==> config.mk <==
export PLATFORM = sky130hd
export DESIGN_NAME = midi_byte_parser_with_clock_ticks_top
export DESIGN_NICKNAME = d
export VERILOG_FILES = /design/src/design/midi_bp_pkg.sv /design/src/design/midi_bp_step.sv /design/src/design/midi_bp_pkg_unused_guard.sv /design/src/design/midi_byte_parser_with_clock_ticks_top.sv
export SDC_FILE = /design/constraint.sdc
export NUM_CORES = 1
export LEC_CHECK = 0
export BUFFER_PORTS_ARGS = -buffer_cell sky130_fd_sc_hd__clkbuf_2
export CAP_MARGIN = 15
export CORE_UTILIZATION = 55
export CTS_CLUSTER_DIAMETER = 120
export DETAILED_ROUTE_END_ITERATION = 16
export PLACE_DENSITY = 0.76
export REMOVE_ABC_BUFFERS = 1
export SLEW_MARGIN = 20
export SYNTH_ARGS = -nofsm -noshare
export SYNTH_HDL_FRONTEND = slang
export SYNTH_SLANG_ARGS = --single-unit
export TNS_END_PERCENT = 50
==> constraint.sdc <==
create_clock -name clk -period 8.66 [get_ports clk]
set_clock_uncertainty 0.2 [all_clocks]
set_input_delay 0 -clock clk [delete_from_list [all_inputs] [get_ports clk]]
set_output_delay 0 -clock clk [all_outputs]
set_load 0.01 [all_outputs]
==> src/design/midi_bp_pkg.sv <==
// Package for the MIDI byte parser with clock ticks.
// Holds the beat types, parser state type, opcodes and system byte codes.
// No dependencies; used by midi_bp_step and the top level.
package midi_bp_pkg;

  // Input operations
  localparam logic [1:0] OP_BYTE = 2'd0;
  localparam logic [1:0] OP_EOP  = 2'd1;
  localparam logic [1:0] OP_IDLE = 2'd2;

  // Result kinds
  localparam logic [1:0] KIND_MSG   = 2'd0;
  localparam logic [1:0] KIND_TICK  = 2'd1;
  localparam logic [1:0] KIND_START = 2'd2;
  localparam logic [1:0] KIND_STOP  = 2'd3;

  // System bytes, top bit removed
  localparam logic [6:0] SYS_CLOCK  = 7'h78;
  localparam logic [6:0] SYS_SENSE  = 7'h7e;
  localparam logic [6:0] SYS_START  = 7'h7a;
  localparam logic [6:0] SYS_STOP   = 7'h7c;
  localparam logic [6:0] SYS_SX_BEG = 7'h70;
  localparam logic [6:0] SYS_SX_END = 7'h77;

  // Data position codes
  localparam logic [1:0] POS_FIRST  = 2'd0;
  localparam logic [1:0] POS_SECOND = 2'd1;
  localparam logic [1:0] POS_NONE   = 2'd2;

  // Tick accumulator
  localparam int          TICK_UNIT     = 10000;
  localparam logic [15:0] CLOCK_STEP    = 16'd26666;
  localparam logic [15:0] TICK_STEP_RST = 16'd12800;
  localparam int          MAX_WHOLE     = 7;

  typedef struct packed {
    logic [1:0] operation;
    logic [7:0] midi_byte;
  } in_item_t;

  typedef struct packed {
    logic [1:0] kind;
    logic [6:0] status_code;
    logic [6:0] first_data;
    logic [6:0] second_data;
    logic [2:0] tick_count;
  } out_item_t;

  typedef struct packed {
    logic [6:0]  held_status;
    logic [6:0]  held_first_data;
    logic [1:0]  data_position;
    logic        in_sysex;
    logic [13:0] tick_remainder;
  } parser_state_t;

endpackage

==> src/design/midi_bp_step.sv <==
// Next-state and result logic of the MIDI byte parser for one beat.
// Purely combinational; depends on midi_bp_pkg.
module midi_bp_step (
  input  midi_bp_pkg::in_item_t      item,
  input  midi_bp_pkg::parser_state_t cur,
  input  logic [15:0]                tick_step,
  output midi_bp_pkg::parser_state_t nxt,
  output midi_bp_pkg::out_item_t     res,
  output logic                       res_valid
);

  logic [6:0]  sys;
  logic [15:0] amount;
  logic [16:0] sum;
  logic [2:0]  whole;
  logic [16:0] whole_part;
  logic [13:0] new_rem;

  // Tick accumulator: sum stays below 8 units, so a compare chain finds the quotient
  always_comb begin
    sys    = item.midi_byte[6:0];
    amount = (item.operation == midi_bp_pkg::OP_BYTE) ? midi_bp_pkg::CLOCK_STEP : tick_step;
    sum    = {3'd0, cur.tick_remainder} + {1'b0, amount};
    whole  = 3'd0;
    for (int k = 1; k <= midi_bp_pkg::MAX_WHOLE; k++) begin
      if (sum >= 17'(k * midi_bp_pkg::TICK_UNIT)) begin
        whole = 3'(k);
      end
    end
    whole_part = 17'(whole) * 17'(midi_bp_pkg::TICK_UNIT);
    new_rem    = 14'(sum - whole_part);
  end

  // Operation decode
  always_comb begin
    nxt       = cur;
    res       = '0;
    res_valid = 1'b0;
    case (item.operation)
      midi_bp_pkg::OP_BYTE: begin
        if (item.midi_byte[7]) begin
          case (sys)
            midi_bp_pkg::SYS_CLOCK: begin
              nxt.tick_remainder = new_rem;
              res.kind           = midi_bp_pkg::KIND_TICK;
              res.tick_count     = whole;
              res_valid          = (whole != 3'd0);
            end
            midi_bp_pkg::SYS_SENSE: ;
            midi_bp_pkg::SYS_START: begin
              res.kind  = midi_bp_pkg::KIND_START;
              res_valid = 1'b1;
            end
            midi_bp_pkg::SYS_STOP: begin
              res.kind  = midi_bp_pkg::KIND_STOP;
              res_valid = 1'b1;
            end
            midi_bp_pkg::SYS_SX_BEG: nxt.in_sysex = 1'b1;
            midi_bp_pkg::SYS_SX_END: nxt.in_sysex = 1'b0;
            default: begin
              // New status flushes any pending message
              res.kind            = midi_bp_pkg::KIND_MSG;
              res.status_code     = cur.held_status;
              res.first_data      = cur.held_first_data;
              res_valid           = (cur.data_position != midi_bp_pkg::POS_NONE);
              nxt.held_status     = sys;
              nxt.held_first_data = 7'd0;
              nxt.data_position   = midi_bp_pkg::POS_FIRST;
            end
          endcase
        end else if (!cur.in_sysex) begin
          if (cur.data_position == midi_bp_pkg::POS_FIRST) begin
            nxt.held_first_data = sys;
            nxt.data_position   = midi_bp_pkg::POS_SECOND;
          end else if (cur.data_position == midi_bp_pkg::POS_SECOND) begin
            res.kind          = midi_bp_pkg::KIND_MSG;
            res.status_code   = cur.held_status;
            res.first_data    = cur.held_first_data;
            res.second_data   = sys;
            res_valid         = 1'b1;
            nxt.data_position = midi_bp_pkg::POS_NONE;
          end
        end
      end
      midi_bp_pkg::OP_EOP: begin
        // Report pending message, keep it pending
        res.kind        = midi_bp_pkg::KIND_MSG;
        res.status_code = cur.held_status;
        res.first_data  = cur.held_first_data;
        res_valid       = (cur.data_position != midi_bp_pkg::POS_NONE);
      end
      midi_bp_pkg::OP_IDLE: begin
        nxt.tick_remainder = new_rem;
        res.kind           = midi_bp_pkg::KIND_TICK;
        res.tick_count     = whole;
        res_valid          = (whole != 3'd0);
      end
      default: ;
    endcase
  end

endmodule

==> src/design/midi_bp_pkg_unused_guard.sv <==
// Result register stage of the MIDI byte parser: holds one result beat
// until the sink takes it. Depends on midi_bp_pkg.
module midi_bp_out_reg (
  input  logic                   clk,
  input  logic                   rst_n,
  input  logic                   load,
  input  midi_bp_pkg::out_item_t load_data,
  input  logic                   take,
  output logic                   valid,
  output midi_bp_pkg::out_item_t data
);

  logic                   valid_r, valid_nxt;
  midi_bp_pkg::out_item_t data_r;

  // Valid flag: set on load, cleared when taken without a new load
  always_comb begin
    valid_nxt = valid_r;
    if (load) begin
      valid_nxt = 1'b1;
    end else if (take) begin
      valid_nxt = 1'b0;
    end
  end

  always_ff @(posedge clk) begin
    if (!rst_n) begin
      valid_r <= 1'b0;
    end else begin
      valid_r <= valid_nxt;
    end
  end

  always_ff @(posedge clk) begin
    if (load) begin
      data_r <= load_data;
    end
  end

  assign valid = valid_r;
  assign data  = data_r;

endmodule

==> src/design/midi_byte_parser_with_clock_ticks_top.sv <==
// Top level of the MIDI byte parser with clock ticks.
// Depends on midi_bp_pkg, midi_bp_step and midi_bp_out_reg.
//
// One beat is taken per cycle while the input register is free or its beat
// moves on. A beat enters an input register, is decoded in the next cycle
// against the parser state, and any result lands in the output register.
// The state update and result are a single short pass through one decode
// block and a seven-way compare for whole ticks; the output register frees
// the input side whenever its result is taken in the same cycle, or when the
// beat yields no result. tick_step is written with cfg_we and takes effect
// for the next idle period; write it only while the block is idle.
module midi_byte_parser_with_clock_ticks_top (
  input  logic                   clk,
  input  logic                   rst_n,
  input  logic                   in_valid,
  output logic                   in_ready,
  input  midi_bp_pkg::in_item_t  in_data,
  output logic                   out_valid,
  input  logic                   out_ready,
  output midi_bp_pkg::out_item_t out_data,
  input  logic                   cfg_we,
  input  logic [15:0]            cfg_wdata
);

  logic                       in_v_r;
  midi_bp_pkg::in_item_t      in_d_r;
  midi_bp_pkg::parser_state_t st_r;
  midi_bp_pkg::parser_state_t st_nxt;
  logic [15:0]                tick_step_r;
  midi_bp_pkg::out_item_t     res;
  logic                       res_valid;
  logic                       advance;
  logic                       out_v;

  // Decode of the held beat
  midi_bp_step u_step (
    .item      (in_d_r),
    .cur       (st_r),
    .tick_step (tick_step_r),
    .nxt       (st_nxt),
    .res       (res),
    .res_valid (res_valid)
  );

  // Held beat moves on when its result has room, or it has no result
  assign advance  = in_v_r && (!out_v || out_ready || !res_valid);
  assign in_ready = !in_v_r || advance;

  // Input register
  always_ff @(posedge clk) begin
    if (!rst_n) begin
      in_v_r <= 1'b0;
    end else if (in_ready) begin
      in_v_r <= in_valid;
    end
  end

  always_ff @(posedge clk) begin
    if (in_ready && in_valid) begin
      in_d_r <= in_data;
    end
  end

  // Parser state and config register
  always_ff @(posedge clk) begin
    if (!rst_n) begin
      st_r.held_status     <= 7'd0;
      st_r.held_first_data <= 7'd0;
      st_r.data_position   <= midi_bp_pkg::POS_NONE;
      st_r.in_sysex        <= 1'b0;
      st_r.tick_remainder  <= 14'd0;
    end else if (advance) begin
      st_r <= st_nxt;
    end
  end

  always_ff @(posedge clk) begin
    if (!rst_n) begin
      tick_step_r <= midi_bp_pkg::TICK_STEP_RST;
    end else if (cfg_we) begin
      tick_step_r <= cfg_wdata;
    end
  end

  // Result register
  midi_bp_out_reg u_out (
    .clk       (clk),
    .rst_n     (rst_n),
    .load      (advance && res_valid),
    .load_data (res),
    .take      (out_ready),
    .valid     (out_v),
    .data      (out_data)
  );

  assign out_valid = out_v;

endmodule

== Word-level counts from Yosys, hierarchy flattened ==
Cells that the tools add are included.
Word-level totals
  register bits after elaboration: 85
  latch bits: 0
  bits in writable memories: 0
  memory bits (read-only): 0
  input port bits: 31
  output and inout port bits: 28
  memories: 0
Operators by class
  $add $sub $neg: 2
  $mul: 1
  divide/modulo/power cells: 0
  magnitude comparators: 7
  equal/unequal tests: 14
  shift operators: 0
  muxes and demuxes: 37
  bitwise operators: 3
  reduce and logical (&&, ||, !) cells: 26
Operators with widths (number)
  one-hot mux 14 bit (2 select lines): 2
  >= comparator 17 x 16 -> 1 bit, second input constant: 3
  two-way mux 23 bit: 2
  equality test 7 bit, second input constant: 6
  two-way mux 14 bit: 3
  >= comparator 17 x 15 -> 1 bit, second input constant: 2
  two-way mux 16 bit: 2
  two-way mux 9 bit: 3
  two-way mux 21 bit: 1
  two-way mux 3 bit: 6
  adder 14 x 16 -> 17 bit: 1
  >= comparator 17 x 14 -> 1 bit, second input constant: 1
  >= comparator 17 bit, second input constant: 1
  subtractor 14 bit: 1
  AND reduction 4 bit: 3
  multiplier 3 x 10 -> 10 bit, second input constant: 1
  inequality test 2 bit, second input constant: 5
  AND reduction 5 bit: 2
  two-way mux 2 bit: 4
  nonzero test 2 bit: 4
  two-way mux 1 bit: 7
  two-way mux 7 bit: 1
  one-hot mux 1 bit (3 select lines): 2
  one-hot mux 2 bit (3 select lines): 1
  15 further kinds: 26

== Longest topological paths before layout ==
  depth after elaboration: 20
  gate-level depth with buffers: 32
  gate-level depth less buffers: 28

== Modules after synthesis ==
From an unflattened synthesis, not the netlist that was laid out.
Unflattened totals
  cells, all modules: 639
  area total of the unflattened synthesis: 5967.0 µm²
Modules (own cells, without submodules)
  midi_bp_step: instances 1, cells each 405, area each 2921.6 µm², seq. area each 0.0 µm²
  midi_byte_parser_with_clock_ticks_top: instances 1, cells each 205, area each 2223.4 µm², seq. area each 1261.2 µm²
  midi_bp_out_reg: instances 1, cells each 29, area each 822.0 µm², seq. area each 800.8 µm²

== Worst setup path before layout ==
Ideal clock, no wire load.
  path type: flip-flop to flip-flop
  start: register in_d_r[9] (netlist bit)
  end: register st_r[13] (netlist bit)
  library setup time: 132 ps
  arrival: 6356 ps
  slack: 1972 ps
  stages on the path, launching flop included: 32
  period minus slack after synthesis: 6688 ps
  cell sequence: edfxtp_1 > clkbuf_1 > or2_2 > clkbuf_1 > clkbuf_1 > and2_1 > ha_1 > inv_1 > fa_1 > nor2b_1 > o31a_4 > o211ai_1 > a21boi_1 > or2_2 > clkbuf_1 > a211oi_4 > o31ai_2 > inv_1 > o21ai_1 > inv_1 > fa_1 > ha_1 > inv_1 > fa_1 > xor2_1 > ha_1 > a31oi_1 > o21ai_0 > xnor2_1 > and2_1 > nand4b_1 > o311ai_2
Between the ends
  cells in the longest elaborated chain, start to end: 19
RTL lines
  start, declared: RTL line midi_byte_parser_with_clock_ticks_top.sv:26  | midi_bp_pkg::in_item_t in_d_r;
  start signal, assigned: RTL line midi_byte_parser_with_clock_ticks_top.sv:60  | in_d_r <= in_data;
  parallel branches: the longest is 19 deep, another holds adder 14 x 16 -> 17 bit
  end signal, assigned: RTL line midi_byte_parser_with_clock_ticks_top.sv:73  | st_r <= st_nxt;
  end, declared: RTL line midi_byte_parser_with_clock_ticks_top.sv:27  | midi_bp_pkg::parser_state_t st_r;
Parallel ways; which one is timed is not known. The select of a mux whose other input is x is not followed.
A chain may end at the register's enable or synchronous reset.

== Worst setup path in the final report ==
Ends and elaborated chain as after synthesis.

==> metrics.yaml <==
status: "complete, no violations"
worst_pin_slew_ps: 1100
grt_max_degree: 26
hp-class: "primary input to flop"
drv_slew: 0
vias: 4315
area_growth_pct: 17.1
ff_latch_area_mm2: 0.00206
clk_path_buf_depth: 2
routed_via_density: 5.69
clkTransAtPathRegs_ps: 110
ant_nets: 0
yosysTopAreaCell: "edfxtp_1"
n_fill_cell: 756
worstHoldPathCells: 3
h-tree-depth: 3
period_share_pct: 83.6
cts_num_sinks: 85
yosys.cell_types.count: 74
cp-start-kind: "flop"
io_buffers: 58
rsz0062_at_grt: "false"
vdd_drop_max_uv: 147
drtPass1Iterations: 4
gr-total-overflow: 0
routed_wl_mm: 12.0
die_w_um: 100
start_util_pct: 57.1
yosysSeqAreaShare_pct: 38.9
nets: 688
syn-instance-count: 544
setup_ws_ps: 1420
top_layer: "met4"
drive_above_1_share_pct: 16.5
die_area_mm2: 0.0100
clk_latency_ps: 380
critical_path_required_ps: 8690
synth_area_leaders: "edfxtp_1 (20%), dfxtp_1 (19%), mux2i_1 (7.9%)"
setup_viol: 0
p_per_area_mw_per_mm2: 210
max_slew_margin_pct: 26.8
grt_pass1_vias: 4117
synth_most_common_cell: "nor2_1"
synth.avg_cell_area_um2: 9.74
cp_max_fo: 17
path_class: "flop to flop"
reg2reg_depth: 25
multiInputGateArea_mm2: 0.00304
synth_edf_count: 36
io_pins: 59
wire_per_inst_um: 15.9
routed-wl-met3_um: 482
synth_seq_cells: 85
dpl_worst_slack_ps: 1440
wl_met1_mm: 4.92
fp.dieH_um: 100
cts_tree: "done"
gp_congestion: 0.886
arrival_ps: 7270
synth_flop_cell: "dfxtp_1"
fp.coreArea_mm2: 0.00928
hold_violations: 0
cts_setup_buffers: 0
hpwl_mm: 8.56
wl_met2_mm: 6.11
leakage_nw: 2.76
fin_tns_setup_ps: 0
grt.total_usage_pct: 25.1
fmax_mhz: 138
cts_buffers: 9
drc_errors: 0
antenna_found_initial: 0
syn_area_mm2: 0.00530
drtIter0Drc: 208
synth_top_area_share_pct: 20.4
async_reset_ff_share_pct: 0
yosys-top-cells-count: "nor2_1 (65), dfxtp_1 (49), mux2i_1 (42), and2_1 (36), edfxtp_1 (36)"
rows: 35
maxCapViolations: 0
grt_pass1_wl_mm: 19.4
yosys_warnings: 0
antenna_cells: 0
min_period_ps: 7240
critPathCaptureType: "flop"
cts_root_buf: "clkbuf_8"
critical path: stages (launching register included):
cell and delay, ps:
edfxtp_1 500, or2_2 500, and2_1 230, ha_1 320
o211a_1 270, a221o_1 430, a21oi_1 160, a21oi_1 110
xnor2_2 310, nand2_1 180, o31ai_2 600, inv_1 220
o21ai_1 360, inv_1 220, fa_1 530, ha_1 150
inv_1 60, fa_1 380, xor2_1 160, ha_1 310
a31oi_1 190, o21ai_0 150, xnor2_1 170, and2_1 160
nand4b_1 100, o311ai_2 110
final cells by class:
class | count | share of cell area (%)
flip-flops and latches | 85 | 33.2
repair buffers | 94 | 10.4
clock inverters | 7 | 1.23
multi-input cells | 410 | 49.0
well taps | 129 | 2.60
clock buffers | 9 | 2.00
inverters | 25 | 1.51
path summary, 6_finish.rpt:
path	start	to	slack [ps]
worst max-delay path	in_d_r[9]	st_r[13]	1420
worst min-delay path	cfg_we	tick_step_r[2]	70
worst max register to register	in_d_r[9]	st_r[13]	1420
worst min register to register	st_r[23]	st_r[23]	260
flip-flops by register name, indices dropped and copies added, names as in the netlist:
signal / flops
u_out.data: 26
in_d_r: 10
in_v_r: 1
st_r: 31
u_out.valid: 1
tick_step_r: 16
stage by stage:
step / util [%] / instances / hold WS, ps / cell area [um2] / power, mW
after floorplan: - / 520 / -138 / 5190 / 0.856
after global placement: 61.0 / 709 / -19.6 / 5660 / 0.981
after detailed placement: 61.0 / 709 / -20.8 / 5660 / 0.999
after CTS: 66.8 / 759 / 76.7 / 6200 / 1.30
after global routing: 66.8 / 759 / 85.4 / 6200 / 1.38
final: 66.8 / 759 / 75.0 / 6200 / 1.30
where the power goes:
group / total (mW) / internal, mW / switching [mW]
registers: 0.448 / 0.435 / 0.0135
logic: 0.562 / 0.229 / 0.333
clock network: 0.295 / 0.114 / 0.180
cells in the final DEF, fill, tap and decap left out, types with 8 or more instances in the layout:
| master | netlist | final |
|---|---|---|
| nand2_1 | 27 | 27 |
| clkbuf_2 | 0 | 58 |
| o21ai_0 | 12 | 12 |
| nor3_1 | 8 | 8 |
| inv_1 | 25 | 25 |
| and2_1 | 36 | 36 |
| nand2b_1 | 8 | 8 |
| o21a_1 | 9 | 9 |
| xnor2_1 | 13 | 13 |
| ha_1 | 27 | 27 |
| a21oi_1 | 29 | 29 |
| edfxtp_1 | 36 | 36 |
| dfxtp_1 | 49 | 49 |
| mux2i_1 | 42 | 42 |
| clkbuf_8 | 0 | 9 |
| dlygate4sd3_1 | 0 | 34 |
| nor2_1 | 65 | 64 |
| nand3b_1 | 8 | 8 |
metal layers:
metal / up-vias / GRT usage (%)
li1: 2121 / -
met1: 1999 / 27.8
met3: 42 / 5.22
met5: - / 0
met4: 0 / 13.2
met2: 153 / 45.0
kinds of logic after synthesis:
group / Yosys count / share of synthesized area, %
XOR/XNOR: 21 / 3.90
multiplexers: 42 / 7.93
AO/OA/AOI/OAI: 121 / 18.0
buffers and inverters: 49 / 3.75
adder cells (fa/ha/maj): 32 / 8.26
flip-flops: 85 / 38.9
AND/OR/NAND/NOR: 194 / 19.2
repair_timing:
item	4_1_cts	5_1_grt
gates resized for setup	0	0
hold buffers	34	0
endpoints found under the hold margin	36	0
(Power assumes the default switching activity.)
